==> src/hw/rtl/aiq_pkg.sv <==
// ----------------------------------------------------------------------------
// aiq_pkg
// Shared types, widths and helpers for the absmax int8 quantizer.
// ----------------------------------------------------------------------------
package aiq_pkg;

	localparam int MAX_LEN = 64;
	localparam int ADDR_W  = (MAX_LEN > 1) ? $clog2(MAX_LEN) : 1;
	localparam int CNT_W   = $clog2(MAX_LEN + 1);

	localparam int SMP_W   = 16;
	localparam int MAG_W   = 16;
	localparam int QV_W    = 8;
	localparam int QMAX    = 127;

	// quotient never exceeds 127, so eight quotient bits cover it
	localparam int QUO_W   = 8;
	localparam int DEN_W   = MAG_W + 1;
	localparam int NUM_W   = DEN_W + QUO_W - 1;
	localparam int STEP_W  = $clog2(QUO_W);

	typedef enum logic [2:0] {
		ST_LOAD,
		ST_READ,
		ST_START,
		ST_DIV,
		ST_HOLD
	} state_t;

	typedef struct packed {
		logic             start;
		logic [NUM_W-1:0] numer;
		logic [DEN_W-1:0] denom;
	} div_req_t;

	function automatic logic [MAG_W-1:0] mag16(input logic [SMP_W-1:0] raw);
		logic [MAG_W-1:0] neg;
		neg = MAG_W'(~raw + SMP_W'(1));
		return raw[SMP_W-1] ? neg : MAG_W'(raw);
	endfunction

endpackage

==> src/hw/rtl/aiq_sample_mem.sv <==
// ----------------------------------------------------------------------------
// aiq_sample_mem
// Sample store: one write port, one read port, registered read data.
// ----------------------------------------------------------------------------
module aiq_sample_mem import aiq_pkg::*; (
	input  logic              clk,
	input  logic              wr_en,
	input  logic [ADDR_W-1:0] wr_addr,
	input  logic [SMP_W-1:0]  wr_data,
	input  logic              rd_en,
	input  logic [ADDR_W-1:0] rd_addr,
	output logic [SMP_W-1:0]  rd_data
);

	logic [SMP_W-1:0] mem [MAX_LEN];

	always_ff @(posedge clk) begin
		if (wr_en) begin
			mem[wr_addr] <= wr_data;
		end
	end

	always_ff @(posedge clk) begin
		if (rd_en) begin
			rd_data <= mem[rd_addr];
		end
	end

endmodule

==> src/hw/rtl/aiq_divider.sv <==
// ----------------------------------------------------------------------------
// aiq_divider
// Restoring divider, one quotient bit per cycle, QUO_W bit quotient.
// ----------------------------------------------------------------------------
module aiq_divider import aiq_pkg::*; (
	input  logic             clk,
	input  logic             arst_n,
	input  div_req_t         req,
	output logic             done,
	output logic [QUO_W-1:0] quot
);

	logic              busy_q;
	logic              done_q;
	logic [STEP_W-1:0] step_q;
	logic [NUM_W-1:0]  rem_q;
	logic [NUM_W-1:0]  dsh_q;
	logic [QUO_W-1:0]  quo_q;
	logic              fits;

	assign fits = rem_q >= dsh_q;

	always_ff @(posedge clk or negedge arst_n) begin
		if (!arst_n) begin
			busy_q <= 1'b0;
			done_q <= 1'b0;
			step_q <= '0;
		end else begin
			done_q <= 1'b0;
			if (req.start) begin
				busy_q <= 1'b1;
				step_q <= '0;
			end else if (busy_q) begin
				step_q <= STEP_W'(step_q + STEP_W'(1));
				if (step_q == STEP_W'(QUO_W - 1)) begin
					busy_q <= 1'b0;
					done_q <= 1'b1;
				end
			end
		end
	end

	always_ff @(posedge clk) begin
		if (req.start) begin
			rem_q <= req.numer;
			dsh_q <= {req.denom, (QUO_W-1)'(0)};
			quo_q <= '0;
		end else if (busy_q) begin
			if (fits) begin
				rem_q <= NUM_W'(rem_q - dsh_q);
			end
			quo_q <= {quo_q[QUO_W-2:0], fits};
			dsh_q <= dsh_q >> 1;
		end
	end

	assign done = done_q;
	assign quot = quo_q;

endmodule

==> src/hw/rtl/absmax_int8_quantize_core.sv <==
// ----------------------------------------------------------------------------
// absmax_int8_quantize_core
// Loading: one sample word per cycle. After the word marked last, and after
// each result is taken, the next result is made by a store read, divider
// start, 8 divide steps and done, then held until taken. The store is read
// only after all writes of a vector, so accesses never overlap. Reset clears
// count, scale and overflow; the store is not cleared.
// ----------------------------------------------------------------------------
module absmax_int8_quantize_core import aiq_pkg::*; (
	input  logic             clk,
	input  logic             arst_n,
	input  logic             in_valid,
	output logic             in_stall,
	input  logic [SMP_W-1:0] sample,
	input  logic             last_in,
	output logic             out_valid,
	input  logic             out_stall,
	output logic [QV_W-1:0]  quantized_value,
	output logic [MAG_W-1:0] max_magnitude,
	output logic             last_out,
	output logic             overflow
);

	state_t            state_q, state_nx;
	logic [CNT_W-1:0]  count_q;
	logic [CNT_W-1:0]  idx_q;
	logic [MAG_W-1:0]  max_q;
	logic              drop_q;
	logic              sign_q;
	logic [QV_W-1:0]   qval_q;
	logic              last_q;
	logic              ovf_q;

	logic              in_acc;
	logic              out_acc;
	logic              room;
	logic [MAG_W-1:0]  in_mag;
	logic              mem_rd_en;
	logic [SMP_W-1:0]  sample_rd;
	logic [MAG_W-1:0]  rd_mag;
	logic              div_start;
	div_req_t          div_req;
	logic              div_done;
	logic [QUO_W-1:0]  div_quot;
	logic [QUO_W-1:0]  q_abs;
	logic [QV_W-1:0]   q_signed;

	assign in_acc  = in_valid && !in_stall;
	assign out_acc = out_valid && !out_stall;
	assign room    = count_q < CNT_W'(MAX_LEN);
	assign in_mag  = mag16(sample);
	assign rd_mag  = mag16(sample_rd);

	aiq_sample_mem u_mem (
		.clk     (clk),
		.wr_en   (in_acc && room),
		.wr_addr (count_q[ADDR_W-1:0]),
		.wr_data (sample),
		.rd_en   (mem_rd_en),
		.rd_addr (idx_q[ADDR_W-1:0]),
		.rd_data (sample_rd)
	);

	// numerator 2*127*|x| + m, denominator 2*m
	always_comb begin
		div_req.start = div_start;
		div_req.numer = NUM_W'((NUM_W'(rd_mag) << 8) - (NUM_W'(rd_mag) << 1)
			+ NUM_W'(max_q));
		div_req.denom = {max_q, 1'b0};
	end

	aiq_divider u_div (
		.clk    (clk),
		.arst_n (arst_n),
		.req    (div_req),
		.done   (div_done),
		.quot   (div_quot)
	);

	assign q_abs    = (div_quot > QUO_W'(QMAX)) ? QUO_W'(QMAX) : div_quot;
	assign q_signed = sign_q ? QV_W'(-q_abs) : QV_W'(q_abs);

	always_comb begin
		state_nx = state_q;
		unique case (state_q)
			ST_LOAD: begin
				if (in_acc && last_in) begin
					state_nx = ST_READ;
				end
			end
			ST_READ:  state_nx = ST_START;
			ST_START: state_nx = ST_DIV;
			ST_DIV: begin
				if (div_done) begin
					state_nx = ST_HOLD;
				end
			end
			ST_HOLD: begin
				if (!out_stall) begin
					state_nx = last_q ? ST_LOAD : ST_READ;
				end
			end
			default: state_nx = ST_LOAD;
		endcase
	end

	always_comb begin
		in_stall  = 1'b1;
		out_valid = 1'b0;
		mem_rd_en = 1'b0;
		div_start = 1'b0;
		unique case (state_q)
			ST_LOAD:  in_stall = 1'b0;
			ST_READ:  mem_rd_en = 1'b1;
			ST_START: div_start = 1'b1;
			ST_DIV:   ;
			ST_HOLD:  out_valid = 1'b1;
			default:  ;
		endcase
	end

	always_ff @(posedge clk or negedge arst_n) begin
		if (!arst_n) begin
			state_q <= ST_LOAD;
			count_q <= '0;
			idx_q   <= '0;
			max_q   <= '0;
			drop_q  <= 1'b0;
		end else begin
			state_q <= state_nx;
			if (in_acc) begin
				if (room) begin
					count_q <= CNT_W'(count_q + CNT_W'(1));
					if (in_mag > max_q) begin
						max_q <= in_mag;
					end
				end else begin
					drop_q <= 1'b1;
				end
			end
			if (out_acc) begin
				if (last_q) begin
					count_q <= '0;
					idx_q   <= '0;
					max_q   <= '0;
					drop_q  <= 1'b0;
				end else begin
					idx_q <= CNT_W'(idx_q + CNT_W'(1));
				end
			end
		end
	end

	always_ff @(posedge clk) begin
		if (state_q == ST_START) begin
			sign_q <= sample_rd[SMP_W-1];
		end
		if (state_q == ST_DIV && div_done) begin
			qval_q <= (max_q == '0) ? '0 : q_signed;
			last_q <= CNT_W'(idx_q + CNT_W'(1)) == count_q;
			ovf_q  <= drop_q;
		end
	end

	assign quantized_value = qval_q;
	assign max_magnitude   = max_q;
	assign last_out        = last_q;
	assign overflow        = ovf_q;

`ifndef NO_ASSERTIONS
	a_idx_in_range: assert property (@(posedge clk) disable iff (!arst_n)
		(state_q != ST_LOAD) |-> (idx_q < count_q))
		else $error("emit index beyond stored count");

	a_qval_range: assert property (@(posedge clk) disable iff (!arst_n)
		out_valid |-> (qval_q != 8'h80))
		else $error("quantized value outside -127..127");

	a_zero_scale: assert property (@(posedge clk) disable iff (!arst_n)
		(out_valid && max_q == '0) |-> (qval_q == '0))
		else $error("nonzero result with zero scale");

	a_clear_after_last: assert property (@(posedge clk) disable iff (!arst_n)
		(out_acc && last_q) |=> (count_q == '0 && max_q == '0 && !drop_q))
		else $error("state not cleared after final word");

	a_div_done_in_div: assert property (@(posedge clk) disable iff (!arst_n)
		div_done |-> (state_q == ST_DIV))
		else $error("divider finished outside divide state");
`endif

endmodule

==> config.mk <==
export PLATFORM = sky130hd
export DESIGN_NAME = absmax_int8_quantize_core
export DESIGN_NICKNAME = d
export VERILOG_FILES = /design/src/hw/rtl/aiq_pkg.sv /design/src/hw/rtl/aiq_sample_mem.sv /design/src/hw/rtl/aiq_divider.sv /design/src/hw/rtl/absmax_int8_quantize_core.sv
export SDC_FILE = /design/constraint.sdc
export NUM_CORES = 1
export LEC_CHECK = 0
export ABC_AREA = 1
export BUFFER_PORTS_ARGS = -buffer_cell sky130_fd_sc_hd__clkbuf_2
export CAP_MARGIN = 30
export CORE_MARGIN = 2
export CORE_UTILIZATION = 63
export CTS_CLUSTER_SIZE = 14
export DETAILED_ROUTE_END_ITERATION = 8
export PLACE_DENSITY = 0.78
export SYNTH_ARGS = -nofsm -noshare
export SYNTH_HDL_FRONTEND = slang
export SYNTH_SLANG_ARGS = --single-unit
==> constraint.sdc <==
create_clock -name clk -period 3.86 [get_ports clk]
set_input_delay 0.386 -clock clk [delete_from_list [all_inputs] [get_ports clk]]
set_output_delay 0.386 -clock clk [all_outputs]
set_load 0.02 [all_outputs]
# After elaboration in Yosys (flattened, before gate mapping)
# Memories as Yosys holds them, arrays and structs flattened. A register that Yosys moved wholly into a read port is not among the register bits.
# Cells that the tools add are included.
totals:
  mem_count: 1
  input_bits: 21
  ramBits: 1024
  elab_cells: 95
  reg_bits: 106
  out_inout_bits: 28
classes:
  n_eq_ne: 9
  n_reduce_logical: 12
  mux: 42
  bitwise_logic: 2
  n_lt_le_gt_ge: 4
  n_addsub: 9
mem_list:
  columns: ["name", "depth", "word_bits", "rd", "rd_ports_with_merged_regs", "wr", "line_no", "rtl"]
  rows:
  - ["u_mem.mem", 64, 16, 1, 1, 1, "aiq_sample_mem.sv:15", "logic [SMP_W-1:0] mem [MAX_LEN];"]
op_table:
  columns: ["op", "count"]
  rows:
  - ["2-to-1 mux 24 bit", 5]
  - ["2-to-1 mux 16 bit", 7]
  - ["2-to-1 mux 7 bit", 5]
  - ["adder 16 x 1 -> 16 bit (second input constant)", 2]
  - ["inverter 16 bit", 2]
  - ["adder 24 x 16 -> 24 bit", 1]
  - ["greater-or-equal comparator 24 bit", 1]
  - ["subtractor 24 x 17 -> 24 bit", 1]
  - ["subtractor 24 bit", 1]
  - ["2-to-1 mux 1 bit", 17]
  - ["> comparator 16 bit", 1]
  - ["logical NOT 16 bit", 1]
  - ["2-to-1 mux 8 bit", 2]
  - ["2-to-1 mux 3 bit", 5]
  - ["one-hot mux 3 bit (5 select lines)", 1]
  - ["adder 7 x 1 -> 7 bit (second input constant)", 2]
  - ["> comparator 8 x 7 -> 1 bit (second input constant)", 1]
  - ["negator 8 bit", 1]
  - ["== test 7 bit", 1]
  - ["< comparator 7 bit (second input constant)", 1]
  - ["== test 3 x 2 -> 1 bit (second input constant)", 2]
  - ["== test 3 bit (second input constant)", 2]
  - ["logical AND 1 bit", 5]
  - ["!= test 2 x 1 -> 1 bit (second input constant)", 2]
  - ["8 further kinds", 9]

# Logic depth before layout (Yosys ltp)
depth:
  word_depth: 9
  mapped_depth: 28
  depth_no_buf: 28

# By module
# From an unflattened synthesis, not the netlist that was laid out.
unflattened:
  hier_cells: 4921
  hier_area_um2: 51841.0
by_module_without_submodules:
  columns: ["mod", "seq_area_each_um2", "area_each_um2", "n_inst", "cells_each"]
  rows:
  - ["aiq_sample_mem", 31230.0, 42259.3, 1, 3517]
  - ["absmax_int8_quantize_core", 1181.1, 5351.4, 1, 798]
  - ["aiq_divider", 1656.6, 4230.3, 1, 606]

# Least setup slack after synthesis
# Ideal clock, no wire load.
synth_path:
  path_type: "register to register"
  startpoint: "register u_mem.rd_data[0] (read register of u_mem.mem)"
  endpoint: "register u_div.rem_q[23] (data pin)"
  arrival_time_ps: 3103
  slack_ps: 501
  stages_incl_launch_ff: 25
  setup_time_ps: 256
  period_less_slack_ps: 3359
  path_cell_list: "edfxtp_1 inv_1 ha_1 nand3_1 nor2_1 inv_1 o21ai_0 xor2_1 inv_1 nand2_1 nand2_1 inv_1 ha_1 ha_1 nand2_1 nor3b_1 nand2_1 nand2_1 nand4_1 nand2_1 nand3_1 nand2_1 nand2_1 nand3_1 nand2_1"
synth_via:
  elab_chain_len: 6
synth_rtl:
  columns: ["element", "line_no", "rtl"]
  rows:
  - ["start: declaration", "aiq_sample_mem.sv:12", "output logic [SMP_W-1:0] rd_data"]
  - ["inverter 16 bit", "aiq_pkg.sv:38", "neg = MAG_W'(~raw + SMP_W'(1));"]
  - ["adder 16 x 1 -> 16 bit", "aiq_pkg.sv:38", null]
  - ["2-to-1 mux 16 bit *", "aiq_pkg.sv:39", "return raw[SMP_W-1] ? neg : MAG_W'(raw);"]
  - ["subtractor 24 x 17 -> 24 bit *", "absmax_int8_quantize_core.sv:67", "div_req.numer = NUM_W'((NUM_W'(rd_mag) << 8) - (NUM_W'(rd_mag) << 1)"]
  - ["adder 24 x 16 -> 24 bit *", "absmax_int8_quantize_core.sv:68", "+ NUM_W'(max_q));"]
  - ["2-to-1 mux 24 bit *", "aiq_divider.sv:44", "if (req.start) begin"]
  - ["end signal: assignment", "aiq_divider.sv:45", "rem_q <= req.numer;"]
  - ["end signal: assignment", "aiq_divider.sv:50", "rem_q <= NUM_W'(rem_q - dsh_q);"]
  - ["end: declaration", "aiq_divider.sv:16", "logic [NUM_W-1:0] rem_q;"]
# Every way passes the cells marked *; elsewhere a longest branch is shown, timed or not.
# A chain may end at the register's enable or synchronous reset.

# Worst setup path in the final report
# Ends and elaborated chain as after synthesis.

==> impl_results.md <==
- Startpoint types: register
- Global route overflow: 0
- Crit-path max FO: 7
- Footprint of the multi-input gates: ~13000 um2
- Top FF cell, synth: edfxtp_1
- Critical path capture point type: register
- Register cell area after layout: 34100 um2
- Root buffer cell: clkbuf_16
- F_max: about 0.28 GHz
- Crit path time final: 3.62 ns
- Antenna Cells: 0
- Synth Area per Inst: ~12 um2
- Vias: approximately 35000
- TritonCTS buffer count: 110
- Number of distinct library cells after synthesis: a little under 60
- Largest net degree at the start of global routing: 132
- Avg WL per Cell: ~25 um
- Mapped Nets: 4317
- Post-route insts no fill: 5430
- First-pass GRT wire length: approximately 200000 um
- Pleak: 19.4 nW
- Worst hold slack: 0.0434 ns
- Largest family of logic cells by synthesized area: compound AO/OA/AOI/OAI gates
- Share of layout cells above drive strength 1: about 10%
- Post-synth EDFFs: ~1100
- Slew Limit Headroom: between 30% and 40%
- Die H: 283 um
- Fill cells: between 5000 and 6000
- Initial antenna violation count: 0
- YS warnings: 0
- DPL Wire Length: a little over 80000 um
- Post-synthesis mux area share: 0%
- TritonCTS sink count: 1146
- Nets: 4397
- Final setup viols: 0
- Post-Syn Instances: around 4200
- First drt pass iteration count: 6
- Synth Area in Compound Gates: 13.9%
- I/O Buffers: 48
- Die W: around 280 um
- Synth Cell Area: 49200 um2
- Drt total wl: ~140000 um
- Worst Clk Skew: slightly below 0.03 ns
- Worst-path clk slew: 0.06 ns
- Worst path slowest cell: edfxtp_1
- Crit-path max cell delay: roughly 0.40 ns
- Critical path buffer and inverter count: 4
- Count of final max-slew check failures: 0
- Synthesized flop and latch total: roughly 1100
- Cell row count: ~100
- Xor/xnor cell area share of the yosys netlist: less than 1%
- CTS Buffer Depth: 3
- Worst path cell trace: inv_2 > ha_1 > nand3_1 > nor2_2 > inv_1 > o21ai_1 > xor2_1 > inv_1 > nand2_1 > nand2_1 > inv_1 > ha_1 > ha_4 > nand2_1 > nor3b_2 > nand2_1 > nand2_1 > nand4_1 > nand2_2 > nand3_1 > nand2_1 > nand2_1 > nand3_1 > nand2_1
- Final worst-path cycle share: a little over nine tenths
- PwrDens: around 670 nW/um2
- CTS tree: done
- Overall routing resource usage: 33.3%
- Synth Area in Simple Gates: 10.0%
- I/O Pins: a little under 50
- DRT iter0 DRCs: 5249
- Max-cap check violation count: 0
- ANT nets after route: 0
- WP data required: between 4 and 5 ns
- Sequential area share after synthesis: around 70%
- Remaining DRCs: 0
- Adder-cell share of the synthesized area: under 10%
- Clock H-tree levels: 3
- Worst-margin pin slew: 0.994 ns
- Status: completed
- Via/cell ratio: around 6.4
- Die area: 80300 um2
- GPL Wtd Cong: slightly below 1
- Critical path arrival: between 4 and 5 ns
- Post-layout util: 71.1%
- Vias in the first global route: about 33000
- Worst hold path type: in -> reg
- Final hold vios: 0
- Maximum vdd drop: approximately 0.48 mV
- Layout area overhead: 11.9%
- Most frequent CP cell: nand2_1
- Async SR Flop Fraction: 3.40%
- Core Box Area: just under 80000 um2
- Setup TNS: 0 ns
- Crit path max-delay family: simple AND/OR/NAND/NOR gates
- Critical path class: reg -> reg
- Skew-Pair Late Insertion Delay: 0.70 ns
- # placed instances: 5217
- Initial Utilization: 63.6%
-- cells by family after synthesis --
family,after synthesis
compound gates,1251
xor+xnor,45
fa+ha+maj,83
buf+inv,449
flops,1146
simple gates,1239
-- final cells by class --
type                       instances  share of cell area (%)
multi-input combinational       2618                    24.3
inverter                         198                    1.38
clock inverter                    72                    1.48
tap                             1040                    2.37
timing repair buffer             219                    3.17
clock buffer                     137                    5.34
sequential                      1146                    61.9
-- power breakdown --
part           internal, W  switching [W]  leakage [nW]  total (W)
sequential          0.0145       0.000548          10.5     0.0151
combinational      0.00359        0.00707          7.06     0.0107
clock              0.00648        0.00466          1.83     0.0111
total               0.0246         0.0123          19.4     0.0369
-- cell usage after synthesis, types with 12 or more instances --
cell type / instances / share of area, %
buf_2: 87 / 0.89
nand2_2: 12 / 0.15
nor2_1: 832 / 6.4
dfxtp_1: 16 / 0.65
xnor2_1: 12 / 0.21
o21ai_1: 145 / 1.5
edfxtp_1: 1091 / 67
ha_1: 79 / 2.0
clkbuf_1: 146 / 1.1
nor3_1: 24 / 0.24
inv_1: 191 / 1.5
o22ai_1: 319 / 4.1
a21oi_1: 100 / 1.0
nand3_1: 63 / 0.64
dfrtp_1: 39 / 2.0
xor2_1: 33 / 0.59
o21ai_0: 623 / 6.3
nand2_1: 269 / 2.1
-- per-stage QoR --
step	area [um2]	total power, W	setup slack, ns
6_report	55000	0.0369	0.242
3_3_place_gp	51100	0.0252	0.186
5_1_grt	55000	0.0386	-0.0693
2_1_floorplan	49200	0.0222	0.501
4_1_cts	54900	0.0364	0.0180
3_5_place_dp	51100	0.0254	-0.0388
-- cell usage in the layout, fill, tap and decap left out, types with 18 or more instances in the layout --
cell type  count
a21oi_1       99
buf_4        151
clkbuf_1      22
clkbuf_16    113
clkbuf_2      47
clkinv_1      24
clkinv_2      23
dfrtp_1       35
edfxtp_1    1091
ha_1          73
inv_1        187
nand2_1      265
nand3_1       63
nor2_1       829
nor3_1        18
o21ai_0      621
o21ai_1      147
o22ai_1      319
xor2_1        31
-- final timing paths --
kind                       cells past startpoint                          to  slack [ns]                        from
hold / removal                                 3      state_q[0]$_DFFE_PN0P_        0.04                    in_valid
setup reg to reg                              24   u_div.rem_q[23]$_DFFE_PP_        0.24  u_mem.rd_data[0]$_DFFE_PP_
hold reg to reg                                2  u_div.quot[0]$_SDFFE_PP0P_        0.49  u_div.quot[0]$_SDFFE_PP0P_
setup / recovery                              24   u_div.rem_q[23]$_DFFE_PP_        0.24  u_mem.rd_data[0]$_DFFE_PP_
max in group asynchronous                      3        idx_q[1]$_DFFE_PN0P_        2.73                      arst_n
min in group asynchronous                      2        u_div.done$_DFF_PN0_        0.35                      arst_n
-- state kept, by name, indices dropped and copies added, names as in the netlist --
signal and count:
drop_q 1, u_div.done 1, u_div.step_q 3, max_magnitude 16, count_q 7, state_q 3, u_div.rem_q 24, overflow 1
idx_q 7, u_div.dsh_q 24, u_mem.mem 1024, u_div.quot 8, quantized_value 8, last_out 1, u_mem.rd_data 16, u_div.busy_q 1
sign_q 1
-- per-layer routing --
metal	track usage [%]	routed length (um)
met3	6.87	16400
met4	14.8	6420
met1	46.0	50300
met2	51.8	63000
met5	0	0
-- tightest hold or removal path: stages --
cell	delay, ns
clkbuf_2	0.09
a21oi_1	0.15
a221oi_1	0.07
-- what timing repair did --
| action | 4_1_cts | 5_1_grt |
|---|---|---|
| endpoints found under the setup margin | 0 | 8 |
| endpoints found under the hold margin | 27 | 0 |
| setup buffers | 0 | 2 |
| hold buffers | 2 | 0 |
| resized for setup | 0 | 22 |
No activity file was read; power rests on OpenSTA's default activity.
